[config.mk]
export PLATFORM = sky130hd
export DESIGN_NAME = quadrotor_attitude_altitude_mixer_top
export DESIGN_NICKNAME = d
export VERILOG_FILES = /design/src/sv/qaam_pkg.sv /design/src/sv/qaam_cfg.sv /design/src/sv/qaam_mul.sv /design/src/sv/quadrotor_attitude_altitude_mixer_top.sv
export SDC_FILE = /design/constraint.sdc
export NUM_CORES = 2
export LEC_CHECK = 0
export BUFFER_PORTS_ARGS = -buffer_cell sky130_fd_sc_hd__buf_2
export CAP_MARGIN = 15
export CORE_AREA = 8 8 342 344
export DETAILED_ROUTE_END_ITERATION = 6
export DIE_AREA = 0 0 350 352
export PLACE_DENSITY = 0.79
export RECOVER_POWER = 25
export SYNTH_ARGS = -nofsm -noshare
export SYNTH_HDL_FRONTEND = slang
export SYNTH_SLANG_ARGS = --single-unit
[constraint.sdc]
create_clock -name clk -period 22.6 [get_ports clk]
set_clock_uncertainty 0.2 [all_clocks]
set_input_delay 2.26 -clock clk [delete_from_list [all_inputs] [get_ports clk]]
set_output_delay 2.26 -clock clk [all_outputs]
set_load 0.02 [all_outputs]
[src/sv/qaam_pkg.sv]
// Shared types, constants and fixed-point helpers for the attitude/altitude mixer.
// Number format: signed Q16.16, saturating. No dependencies.
package qaam_pkg;

	localparam int DATA_W = 32;
	localparam int FRAC_W = 16;
	localparam int GAIN_W = DATA_W - 1;
	localparam int SUM_W  = DATA_W + 4;
	localparam int MB_W   = FRAC_W + 2;
	localparam int PROD_W = DATA_W + MB_W - 1;
	localparam int ADDR_W = 5;
	localparam int IDX_W  = ADDR_W - 2;

	localparam longint ONE_L = longint'(1) << FRAC_W;

	localparam logic [IDX_W-1:0] REG_ROLL_GAIN  = IDX_W'(0);
	localparam logic [IDX_W-1:0] REG_PITCH_GAIN = IDX_W'(1);
	localparam logic [IDX_W-1:0] REG_ALT_GAIN   = IDX_W'(2);
	localparam logic [IDX_W-1:0] REG_HOVER      = IDX_W'(3);
	localparam logic [IDX_W-1:0] REG_GROUND     = IDX_W'(4);
	localparam logic [IDX_W-1:0] REG_ALT_INC    = IDX_W'(5);

	localparam logic [1:0] KEY_NEG   = 2'd1;
	localparam logic [1:0] KEY_POS   = 2'd2;
	localparam logic [1:0] ALT_RAISE = 2'd1;
	localparam logic [1:0] ALT_LOWER = 2'd2;

	localparam logic signed [DATA_W-1:0] ROLL_MAG  = DATA_W'(ONE_L);
	localparam logic signed [DATA_W-1:0] PITCH_MAG = DATA_W'(2 * ONE_L);
	localparam logic signed [DATA_W-1:0] YAW_MAG   =
		DATA_W'(((longint'(13) << FRAC_W) + 5) / 10);

	localparam logic signed [MB_W-1:0] CAM_ROLL_K  =
		MB_W'(-(((longint'(115) << FRAC_W) + 500) / 1000));
	localparam logic signed [MB_W-1:0] CAM_PITCH_K =
		MB_W'(-(((longint'(1) << FRAC_W) + 5) / 10));

	localparam logic [GAIN_W-1:0] RST_ROLL_GAIN  = GAIN_W'(longint'(50) << FRAC_W);
	localparam logic [GAIN_W-1:0] RST_PITCH_GAIN = GAIN_W'(longint'(30) << FRAC_W);
	localparam logic [GAIN_W-1:0] RST_ALT_GAIN   = GAIN_W'(longint'(3) << FRAC_W);
	localparam logic [GAIN_W-1:0] RST_HOVER      =
		GAIN_W'(((longint'(685) << FRAC_W) + 5) / 10);
	localparam logic signed [DATA_W-1:0] RST_GROUND =
		DATA_W'(((longint'(6) << FRAC_W) + 5) / 10);
	localparam logic [GAIN_W-1:0] RST_ALT_INC    =
		GAIN_W'(((longint'(5) << FRAC_W) + 50) / 100);
	localparam logic signed [DATA_W-1:0] RST_HEIGHT = DATA_W'(ONE_L);

	localparam logic signed [SUM_W-1:0] SUM_MAX =
		{{(SUM_W-DATA_W+1){1'b0}}, {(DATA_W-1){1'b1}}};
	localparam logic signed [SUM_W-1:0] SUM_MIN =
		{{(SUM_W-DATA_W+1){1'b1}}, {(DATA_W-1){1'b0}}};
	localparam logic signed [SUM_W-1:0] ONE_S = SUM_W'(ONE_L);

	typedef struct packed {
		logic [GAIN_W-1:0]        roll_gain;
		logic [GAIN_W-1:0]        pitch_gain;
		logic [GAIN_W-1:0]        alt_gain;
		logic [GAIN_W-1:0]        hover;
		logic signed [DATA_W-1:0] ground;
		logic [GAIN_W-1:0]        alt_inc;
	} cfg_t;

	function automatic logic signed [SUM_W-1:0] ext_s(input logic signed [DATA_W-1:0] v);
		return SUM_W'(v);
	endfunction

	function automatic logic signed [SUM_W-1:0] ext_u(input logic [GAIN_W-1:0] v);
		return $signed(SUM_W'(v));
	endfunction

	function automatic logic signed [DATA_W-1:0] sat_d(input logic signed [SUM_W-1:0] v);
		logic signed [DATA_W-1:0] r;
		if (v > SUM_MAX)
			r = SUM_MAX[DATA_W-1:0];
		else if (v < SUM_MIN)
			r = SUM_MIN[DATA_W-1:0];
		else
			r = v[DATA_W-1:0];
		return r;
	endfunction

	function automatic logic signed [MB_W-1:0] clamp_one(input logic signed [SUM_W-1:0] v);
		logic signed [MB_W-1:0] r;
		if (v > ONE_S)
			r = MB_W'(ONE_S);
		else if (v < -ONE_S)
			r = MB_W'(-ONE_S);
		else
			r = v[MB_W-1:0];
		return r;
	endfunction

	function automatic logic signed [DATA_W-1:0] key_off(input logic [1:0] key,
			input logic signed [DATA_W-1:0] mag);
		logic signed [DATA_W-1:0] r;
		case (key)
			KEY_NEG: r = -mag;
			KEY_POS: r = mag;
			default: r = '0;
		endcase
		return r;
	endfunction

endpackage

[src/sv/qaam_cfg.sv]
// APB-style configuration register file: gains, hover thrust, ground offset, step.
// Depends on qaam_pkg.
module qaam_cfg (
	input  logic                              clk,
	input  logic                              arst_n,
	input  logic                              psel,
	input  logic                              penable,
	input  logic                              pwrite,
	input  logic [qaam_pkg::ADDR_W-1:0]       paddr,
	input  logic [qaam_pkg::DATA_W-1:0]       pwdata,
	output logic [qaam_pkg::DATA_W-1:0]       prdata,
	output logic                              pready,
	output qaam_pkg::cfg_t                    cfg
);

	localparam int DW = qaam_pkg::DATA_W;
	localparam int GW = qaam_pkg::GAIN_W;

	logic [qaam_pkg::IDX_W-1:0] idx;
	logic                       wr_en;
	qaam_pkg::cfg_t             cfg_q;

	assign idx    = paddr[qaam_pkg::ADDR_W-1:2];
	assign wr_en  = psel && penable && pwrite;
	assign pready = 1'b1;
	assign cfg    = cfg_q;

	always_ff @(posedge clk or negedge arst_n) begin
		if (!arst_n) begin
			cfg_q.roll_gain  <= qaam_pkg::RST_ROLL_GAIN;
			cfg_q.pitch_gain <= qaam_pkg::RST_PITCH_GAIN;
			cfg_q.alt_gain   <= qaam_pkg::RST_ALT_GAIN;
			cfg_q.hover      <= qaam_pkg::RST_HOVER;
			cfg_q.ground     <= qaam_pkg::RST_GROUND;
			cfg_q.alt_inc    <= qaam_pkg::RST_ALT_INC;
		end else if (wr_en) begin
			case (idx)
				qaam_pkg::REG_ROLL_GAIN:  cfg_q.roll_gain  <= pwdata[GW-1:0];
				qaam_pkg::REG_PITCH_GAIN: cfg_q.pitch_gain <= pwdata[GW-1:0];
				qaam_pkg::REG_ALT_GAIN:   cfg_q.alt_gain   <= pwdata[GW-1:0];
				qaam_pkg::REG_HOVER:      cfg_q.hover      <= pwdata[GW-1:0];
				qaam_pkg::REG_GROUND:     cfg_q.ground     <= $signed(pwdata);
				qaam_pkg::REG_ALT_INC:    cfg_q.alt_inc    <= pwdata[GW-1:0];
				default: ;
			endcase
		end
	end

	always_comb begin
		case (idx)
			qaam_pkg::REG_ROLL_GAIN:  prdata = DW'(cfg_q.roll_gain);
			qaam_pkg::REG_PITCH_GAIN: prdata = DW'(cfg_q.pitch_gain);
			qaam_pkg::REG_ALT_GAIN:   prdata = DW'(cfg_q.alt_gain);
			qaam_pkg::REG_HOVER:      prdata = DW'(cfg_q.hover);
			qaam_pkg::REG_GROUND:     prdata = cfg_q.ground;
			qaam_pkg::REG_ALT_INC:    prdata = DW'(cfg_q.alt_inc);
			default:                  prdata = '0;
		endcase
	end

endmodule

[src/sv/qaam_mul.sv]
// Shared Q16.16 multiplier, 32 x 17 bit magnitude, with a registered product and a registered result.
// Rounds to nearest (ties away from zero), then applies sign and saturates. Uses qaam_pkg.
module qaam_mul (
	input  logic                                clk,
	input  logic signed [qaam_pkg::DATA_W-1:0]  a,
	input  logic signed [qaam_pkg::MB_W-1:0]    b,
	output logic signed [qaam_pkg::DATA_W-1:0]  res
);

	localparam int DW = qaam_pkg::DATA_W;
	localparam int BW = qaam_pkg::MB_W;
	localparam int PW = qaam_pkg::PROD_W;
	localparam int FW = qaam_pkg::FRAC_W;
	localparam int SW = qaam_pkg::SUM_W;
	localparam logic [PW-1:0] HALF = PW'(1) << (FW - 1);

	logic [DW-1:0]        ua;
	logic [BW-2:0]        ub;
	logic [PW-1:0]        prod_s1;
	logic                 neg_s1;
	logic [PW-1:0]        rsum;
	logic signed [SW-1:0] mag;
	logic signed [SW-1:0] sval;
	logic signed [DW-1:0] res_s2;

	always_comb begin
		ua = a[DW-1] ? DW'(-a) : DW'(a);
		ub = b[BW-1] ? (BW-1)'(-b) : (BW-1)'(b);
	end

	always_ff @(posedge clk) begin
		prod_s1 <= PW'(ua) * PW'(ub);
		neg_s1  <= a[DW-1] ^ b[BW-1];
	end

	always_comb begin
		rsum = prod_s1 + HALF;
		mag  = SW'(rsum[PW-1:FW]);
		sval = neg_s1 ? -mag : mag;
	end

	always_ff @(posedge clk) begin
		res_s2 <= qaam_pkg::sat_d(sval);
	end

	assign res = res_s2;

endmodule

[src/sv/quadrotor_attitude_altitude_mixer_top.sv]
// Quadrotor attitude/altitude controller and motor mixer, top level.
// Instantiates qaam_cfg and qaam_mul; uses qaam_pkg.
//
// One request is accepted when the block is idle; thirteen sequencer steps then run
// the seven products through one shared 32 x 17 multiplier and the four motor sums
// through one adder, and the result is held until taken. A new request is taken only
// after the result has been taken and the block has returned to idle.
module quadrotor_attitude_altitude_mixer_top (
	input  logic                               clk,
	input  logic                               arst_n,
	input  logic                               psel,
	input  logic                               penable,
	input  logic                               pwrite,
	input  logic [qaam_pkg::ADDR_W-1:0]        paddr,
	input  logic [qaam_pkg::DATA_W-1:0]        pwdata,
	output logic [qaam_pkg::DATA_W-1:0]        prdata,
	output logic                               pready,
	input  logic                               req_valid,
	output logic                               req_stall,
	input  logic signed [qaam_pkg::DATA_W-1:0] roll_tilt,
	input  logic signed [qaam_pkg::DATA_W-1:0] pitch_tilt,
	input  logic signed [qaam_pkg::DATA_W-1:0] altitude,
	input  logic signed [qaam_pkg::DATA_W-1:0] roll_rate,
	input  logic signed [qaam_pkg::DATA_W-1:0] pitch_rate,
	input  logic [1:0]                         pitch_key,
	input  logic [1:0]                         yaw_key,
	input  logic [1:0]                         roll_key,
	input  logic [1:0]                         altitude_key,
	output logic                               res_valid,
	input  logic                               res_stall,
	output logic signed [qaam_pkg::DATA_W-1:0] front_left_velocity,
	output logic signed [qaam_pkg::DATA_W-1:0] front_right_velocity,
	output logic signed [qaam_pkg::DATA_W-1:0] back_left_velocity,
	output logic signed [qaam_pkg::DATA_W-1:0] back_right_velocity,
	output logic signed [qaam_pkg::DATA_W-1:0] camera_roll_position,
	output logic signed [qaam_pkg::DATA_W-1:0] camera_pitch_position,
	output logic signed [qaam_pkg::DATA_W-1:0] target_altitude
);

	localparam int DW = qaam_pkg::DATA_W;
	localparam int BW = qaam_pkg::MB_W;
	localparam int SW = qaam_pkg::SUM_W;

	localparam logic [3:0] STP_HEIGHT  = 4'd0;
	localparam logic [3:0] STP_DIFF    = 4'd1;
	localparam logic [3:0] STP_ROLL    = 4'd2;
	localparam logic [3:0] STP_PITCH   = 4'd3;
	localparam logic [3:0] STP_CUBE    = 4'd4;
	localparam logic [3:0] STP_CAM_R   = 4'd5;
	localparam logic [3:0] STP_ALT     = 4'd6;
	localparam logic [3:0] STP_CAM_P   = 4'd7;
	localparam logic [3:0] STP_BASE    = 4'd8;
	localparam logic [3:0] STP_FL      = 4'd9;
	localparam logic [3:0] STP_FR      = 4'd10;
	localparam logic [3:0] STP_BL      = 4'd11;
	localparam logic [3:0] STP_BR      = 4'd12;
	localparam logic [3:0] STP_LAST    = STP_BR;

	typedef enum logic [1:0] {ST_IDLE, ST_CALC, ST_DONE} state_t;

	state_t                state_q;
	logic [3:0]            step_q;
	logic signed [DW-1:0]  dh_q;
	qaam_pkg::cfg_t        cfg;
	logic                  req_acc;

	logic signed [DW-1:0]  roll_tilt_q, pitch_tilt_q, altitude_q;
	logic signed [DW-1:0]  roll_rate_q, pitch_rate_q;
	logic [1:0]            pitch_key_q, yaw_key_q, roll_key_q, alt_key_q;

	logic signed [BW-1:0]  d_q;
	logic signed [DW-1:0]  r_q, p_q, cam_r_q, cam_p_q;
	logic signed [SW-1:0]  base_q;
	logic signed [DW-1:0]  fl_q, fr_q, bl_q, br_q;

	logic signed [DW-1:0]  mul_a, mul_res;
	logic signed [BW-1:0]  mul_b;
	logic signed [DW-1:0]  yaw_cmd;
	logic                  neg_r, neg_p, neg_y, neg_out;
	logic signed [SW-1:0]  mix_sum;
	logic signed [DW-1:0]  mix_sat, mix_out;

	qaam_cfg u_cfg (
		.clk     (clk),
		.arst_n  (arst_n),
		.psel    (psel),
		.penable (penable),
		.pwrite  (pwrite),
		.paddr   (paddr),
		.pwdata  (pwdata),
		.prdata  (prdata),
		.pready  (pready),
		.cfg     (cfg)
	);

	qaam_mul u_mul (
		.clk (clk),
		.a   (mul_a),
		.b   (mul_b),
		.res (mul_res)
	);

	assign req_stall = (state_q != ST_IDLE);
	assign req_acc   = req_valid && !req_stall;
	assign res_valid = (state_q == ST_DONE);

	always_ff @(posedge clk or negedge arst_n) begin
		if (!arst_n) begin
			state_q <= ST_IDLE;
			step_q  <= '0;
			dh_q    <= qaam_pkg::RST_HEIGHT;
		end else begin
			case (state_q)
				ST_IDLE: begin
					step_q <= '0;
					if (req_acc)
						state_q <= ST_CALC;
				end
				ST_CALC: begin
					if (step_q == STP_HEIGHT) begin
						case (alt_key_q)
							qaam_pkg::ALT_RAISE: dh_q <= qaam_pkg::sat_d(
								qaam_pkg::ext_s(dh_q) + qaam_pkg::ext_u(cfg.alt_inc));
							qaam_pkg::ALT_LOWER: dh_q <= qaam_pkg::sat_d(
								qaam_pkg::ext_s(dh_q) - qaam_pkg::ext_u(cfg.alt_inc));
							default: ;
						endcase
					end
					if (step_q == STP_LAST)
						state_q <= ST_DONE;
					else
						step_q <= step_q + 4'd1;
				end
				ST_DONE: begin
					if (!res_stall)
						state_q <= ST_IDLE;
				end
				default: state_q <= ST_IDLE;
			endcase
		end
	end

	// shared multiplier operands; each result is read once it has passed the multiplier's product and result registers
	always_comb begin
		mul_a = '0;
		mul_b = '0;
		if (state_q == ST_CALC) begin
			case (step_q)
				STP_HEIGHT: begin
					mul_a = $signed({1'b0, cfg.roll_gain});
					mul_b = qaam_pkg::clamp_one(qaam_pkg::ext_s(roll_tilt_q));
				end
				STP_DIFF: begin
					mul_a = $signed({1'b0, cfg.pitch_gain});
					mul_b = qaam_pkg::clamp_one(qaam_pkg::ext_s(pitch_tilt_q));
				end
				STP_ROLL: begin
					mul_a = DW'(d_q);
					mul_b = d_q;
				end
				STP_PITCH: begin
					mul_a = roll_rate_q;
					mul_b = qaam_pkg::CAM_ROLL_K;
				end
				STP_CUBE: begin
					mul_a = DW'(d_q);
					mul_b = mul_res[BW-1:0];
				end
				STP_CAM_R: begin
					mul_a = pitch_rate_q;
					mul_b = qaam_pkg::CAM_PITCH_K;
				end
				STP_ALT: begin
					mul_a = $signed({1'b0, cfg.alt_gain});
					mul_b = mul_res[BW-1:0];
				end
				default: ;
			endcase
		end
	end

	// motor mix: base +/- R +/- P +/- Y, right-front and left-back negated
	always_comb begin
		yaw_cmd = qaam_pkg::key_off(yaw_key_q, qaam_pkg::YAW_MAG);
		case (step_q)
			STP_FL:  {neg_r, neg_p, neg_y, neg_out} = 4'b1010;
			STP_FR:  {neg_r, neg_p, neg_y, neg_out} = 4'b0001;
			STP_BL:  {neg_r, neg_p, neg_y, neg_out} = 4'b1101;
			STP_BR:  {neg_r, neg_p, neg_y, neg_out} = 4'b0110;
			default: {neg_r, neg_p, neg_y, neg_out} = 4'b0000;
		endcase
		mix_sum = base_q
			+ (neg_r ? -qaam_pkg::ext_s(r_q) : qaam_pkg::ext_s(r_q))
			+ (neg_p ? -qaam_pkg::ext_s(p_q) : qaam_pkg::ext_s(p_q))
			+ (neg_y ? -qaam_pkg::ext_s(yaw_cmd) : qaam_pkg::ext_s(yaw_cmd));
		mix_sat = qaam_pkg::sat_d(mix_sum);
		mix_out = neg_out ? qaam_pkg::sat_d(-qaam_pkg::ext_s(mix_sat)) : mix_sat;
	end

	always_ff @(posedge clk) begin
		if (req_acc) begin
			roll_tilt_q   <= roll_tilt;
			pitch_tilt_q  <= pitch_tilt;
			altitude_q    <= altitude;
			roll_rate_q   <= roll_rate;
			pitch_rate_q  <= pitch_rate;
			pitch_key_q   <= pitch_key;
			yaw_key_q     <= yaw_key;
			roll_key_q    <= roll_key;
			alt_key_q     <= altitude_key;
		end
		if (state_q == ST_CALC) begin
			case (step_q)
				STP_DIFF: d_q <= qaam_pkg::clamp_one(qaam_pkg::ext_s(dh_q)
					- qaam_pkg::ext_s(altitude_q) + qaam_pkg::ext_s(cfg.ground));
				STP_ROLL: r_q <= qaam_pkg::sat_d(qaam_pkg::ext_s(mul_res)
					+ qaam_pkg::ext_s(roll_rate_q)
					+ qaam_pkg::ext_s(qaam_pkg::key_off(roll_key_q, qaam_pkg::ROLL_MAG)));
				STP_PITCH: p_q <= qaam_pkg::sat_d(qaam_pkg::ext_s(mul_res)
					+ qaam_pkg::ext_s(pitch_rate_q)
					+ qaam_pkg::ext_s(qaam_pkg::key_off(pitch_key_q, qaam_pkg::PITCH_MAG)));
				STP_CAM_R: cam_r_q <= mul_res;
				STP_CAM_P: cam_p_q <= mul_res;
				STP_BASE:  base_q  <= qaam_pkg::ext_u(cfg.hover) + qaam_pkg::ext_s(mul_res);
				STP_FL:    fl_q    <= mix_out;
				STP_FR:    fr_q    <= mix_out;
				STP_BL:    bl_q    <= mix_out;
				STP_BR:    br_q    <= mix_out;
				default: ;
			endcase
		end
	end

	assign front_left_velocity   = fl_q;
	assign front_right_velocity  = fr_q;
	assign back_left_velocity    = bl_q;
	assign back_right_velocity   = br_q;
	assign camera_roll_position  = cam_r_q;
	assign camera_pitch_position = cam_p_q;
	assign target_altitude       = dh_q;

	a_no_take_while_full: assert property (@(posedge clk) disable iff (!arst_n)
		!req_stall |-> !res_valid)
		else $error("request taken while a result is pending");

	a_done_after_last: assert property (@(posedge clk) disable iff (!arst_n)
		$rose(res_valid) |-> $past(state_q == ST_CALC && step_q == STP_LAST))
		else $error("result shown before the last step");

	a_height_moves_once: assert property (@(posedge clk) disable iff (!arst_n)
		!(state_q == ST_CALC && step_q == STP_HEIGHT) |=> $stable(dh_q))
		else $error("target altitude changed outside its update step");

	a_diff_clamped: assert property (@(posedge clk) disable iff (!arst_n)
		(state_q == ST_CALC && step_q > STP_DIFF) |->
		(qaam_pkg::ext_s(DW'(d_q)) <= qaam_pkg::ONE_S &&
		 qaam_pkg::ext_s(DW'(d_q)) >= -qaam_pkg::ONE_S))
		else $error("altitude error outside plus or minus one");

endmodule
==> flow_metrics.env <==
export IMPL_status="complete, but fails checks"
export IMPL_violations="DRC, capacitance limit, slew limit"
export IMPL_routed_wl_mm=221
export IMPL_num_io_pins=471
export IMPL_clk_latency_ns=0.70
export IMPL_maxSlewViolCount=222
export IMPL_antenna_found_initial=19
export IMPL_drc_errors=8
export IMPL_avgSynthCellArea_um2=9.55
export IMPL_layout_common_cells="inv_1 (1014), nand2_1 (753), fa_1 (585)"
export IMPL_synth_warning_count=0
export IMPL_ys_flop_type="edfxtp_1"
export IMPL_clockBufferDepth=3
export IMPL_rsz0062_at_grt="no"
export IMPL_whs_path_depth=2
export IMPL_final_hold_viol_count=0
export IMPL_synthDistinctLibCells=103
export IMPL_reg2reg_slack_ns=9.46
export IMPL_worst_pin_slew_ns=5.16
export IMPL_cts_made_buffers=85
export IMPL_dieArea_um2=123000
export IMPL_slew_headroom_pct=-244
export IMPL_cpMostUsedCell="fa_1"
export IMPL_fp_coreArea_um2=112000
export IMPL_async_flop_share_pct=29.3
export IMPL_hold_buffers=0
export IMPL_drive_above_1_share_pct=13.1
export IMPL_gp_congestion=1.01
export IMPL_tritoncts="yes"
export IMPL_hold_start="target_altitude[16]$_DFFE_PN1P_"
export IMPL_postRouteAntennaNets=0
export IMPL_dr_pass1_iters=7
export IMPL_grt_usage_pct=35.1
export IMPL_cap_violations=5
export IMPL_setup_viol=0
export IMPL_ys_seq_elements=767
export IMPL_wire_per_inst_um=24.7
export IMPL_setup_tns_ns=0
export IMPL_end_kind="flop"
export IMPL_timing_rr_end="u_mul.prod_s1[47]$_DFF_P_"
export IMPL_ctsResizeCount=0
export IMPL_post_place_ws_ns=10.01
export IMPL_netlist_instances=6956
export IMPL_grt_ovfl_total=0
export IMPL_clk_pin_slew_ns=0.07
export IMPL_fin_crit_sh_pct=58.1
export IMPL_r2r_start="pitch_tilt_q[3]$_DFFE_PP_"
export IMPL_postCtsSetupRepairBufs=0
export IMPL_start_kind="flop"
export IMPL_critPathMaxStageDelay_ns=0.92
export IMPL_grt_pass1_vias=55280
export IMPL_grt_max_degree=90
export IMPL_synth_edf_count=475
export IMPL_area_growth_pct=11.2
export IMPL_core_rowCount=123
export IMPL_via_count=55726
export IMPL_via_per_inst=6.24
export IMPL_io_buffers=467
export IMPL_syn_area_um2=66400
export IMPL_htree_num_levels=3
export IMPL_dp_final_hpwl_mm=173
export IMPL_hold_end="target_altitude[16]$_DFFE_PN1P_"
export IMPL_place_area_um2=70800
export IMPL_ys_seq_area_share_pct=32.0
export IMPL_worstPathRequired_ns=22.90
export IMPL_worst_r2r_cell_count=37
export IMPL_fmax_mhz=76.1
export IMPL_fin_nets=8535
export IMPL_post_route_min_period_ns=13.14
export IMPL_mostFrequentLayoutCell="inv_1"
export IMPL_grt_first_pass_wirelength_mm=333
export IMPL_drtIter0Drc=6203
export IMPL_worst_slack_ns=9.46
export IMPL_die_height_um=352
export IMPL_root_buffer="clkbuf_16"
export IMPL_design_area_um2=73900
export IMPL_min_path_type="flop to flop"
export IMPL_die_width_um=350
export IMPL_cp_arrival_ns=13.44
export IMPL_slowest_stage="nor2_1"
export IMPL_initial_utilization_pct=59.5
export IMPL_criticalPathCategory="flop to flop"
export IMPL_crit_fanout=30
export IMPL_cts_sinks=767
per-stage QoR:
stage / util (%) / cells / hold slack (ns)
floorplan: - / 6960 / 0.296
global placement: 63.5 / 8750 / 0.301
detailed placement: 63.5 / 8750 / 0.300
CTS: 66.3 / 8908 / 0.309
global route: 66.2 / 8918 / 0.342
finish: 66.2 / 8932 / 0.310
per-layer routing:
| metal | global-route usage, % | up-vias | wire length, um |
|---|---|---|---|
| met5 | 0 | - | 0 |
| met4 | 17.5 | 0 | 13200 |
| met3 | 11.7 | 698 | 28900 |
| met2 | 53.7 | 3330 | 97200 |
| met1 | 44.5 | 27209 | 81700 |
| li1 | - | 24489 | - |
state kept, by name (all words and copies together), names as in the netlist, 4 cells and up:
| register | cells |
|---|---|
| step_q | 4 |
| p_q | 32 |
| d_q | 18 |
| camera_roll_position | 32 |
| front_left_velocity | 32 |
| front_right_velocity | 32 |
| roll_tilt_q | 32 |
| roll_rate_q | 32 |
| camera_pitch_position | 32 |
| target_altitude | 32 |
| u_mul.prod_s1 | 34 |
| pitch_tilt_q | 32 |
| base_q | 33 |
| back_left_velocity | 32 |
| altitude_q | 32 |
| r_q | 32 |
| back_right_velocity | 32 |
| pitch_rate_q | 32 |
| u_cfg.cfg | 187 |
| u_mul.res | 32 |
critical path, delay by kind of cell, from the launching register on:
kind / cells / cell delay [ns]
buf+inv: 5 / 0.79
xor+xnor: 2 / 0.82
compound gates: 16 / 4.37
fa+ha+maj: 7 / 3.50
simple gates: 7 / 2.63
flops: 1 / 0.60
Yosys cell counts, types with 78 or more instances:
library cell / number / share of area [%]
a21o_1: 129 / 1.5
a21oi_1: 346 / 2.6
a22oi_1: 127 / 1.4
and2_1: 78 / 0.73
clkbuf_1: 284 / 1.6
dfrtp_1: 197 / 7.4
edfxtp_1: 475 / 21
fa_1: 585 / 18
ha_1: 399 / 7.5
inv_1: 1014 / 5.7
mux2_2: 132 / 2.2
nand2_1: 753 / 4.3
nand3_1: 126 / 0.95
nor2_1: 364 / 2.1
nor3_1: 136 / 1.0
o21ai_0: 341 / 2.6
xnor2_1: 243 / 3.2
xor2_1: 130 / 1.7
layout make-up:
| cell class | count | area (um^2) |
|---|---|---|
| Clock inverter | 55 | 875 |
| Sequential cell | 767 | 21300 |
| Inverter | 1015 | 3810 |
| Multi-Input combinational cell | 4866 | 40500 |
| Antenna cell | 22 | 55.1 |
| Tap cell | 1500 | 1880 |
| Timing Repair Buffer | 604 | 3260 |
| Fill cell | 8903 | 37700 |
| Clock buffer | 103 | 2250 |
kinds of logic (layout without fill, tap and decap cells):
logic type      count (synthesis)  in the layout  synth area share (%)
flops                         767            767                  32.0
compound gates               1479           1479                  14.6
xor+xnor                      375            375                  4.97
buf+inv                      1327           1777                  7.57
mux                           153            153                  2.56
other cells                     2             28                0.0113
fa+ha+maj                     984            984                  25.1
simple gates                 1869           1869                  13.1
worst max path at each step:
stage                                            to  depth (start not counted)  slack (ns)                      start
after CTS                 u_mul.prod_s1[47]$_DFF_P_                         37        9.93  pitch_tilt_q[4]$_DFFE_PP_
after floorplan           u_mul.prod_s1[46]$_DFF_P_                         40       12.33      step_q[1]$_DFFE_PN0P_
after detailed placement  u_mul.prod_s1[47]$_DFF_P_                         37       10.01  pitch_tilt_q[4]$_DFFE_PP_
after global placement    u_mul.prod_s1[47]$_DFF_P_                         37       10.16  pitch_tilt_q[4]$_DFFE_PP_
after global routing      u_mul.prod_s1[47]$_DFF_P_                         37        9.03  pitch_tilt_q[4]$_DFFE_PP_
final                     u_mul.prod_s1[47]$_DFF_P_                         37        9.46  pitch_tilt_q[3]$_DFFE_PP_
Power is left out: the tool's default activity adds up to more than one toggle a clock period on the data nets, which glitch-free logic cannot reach.
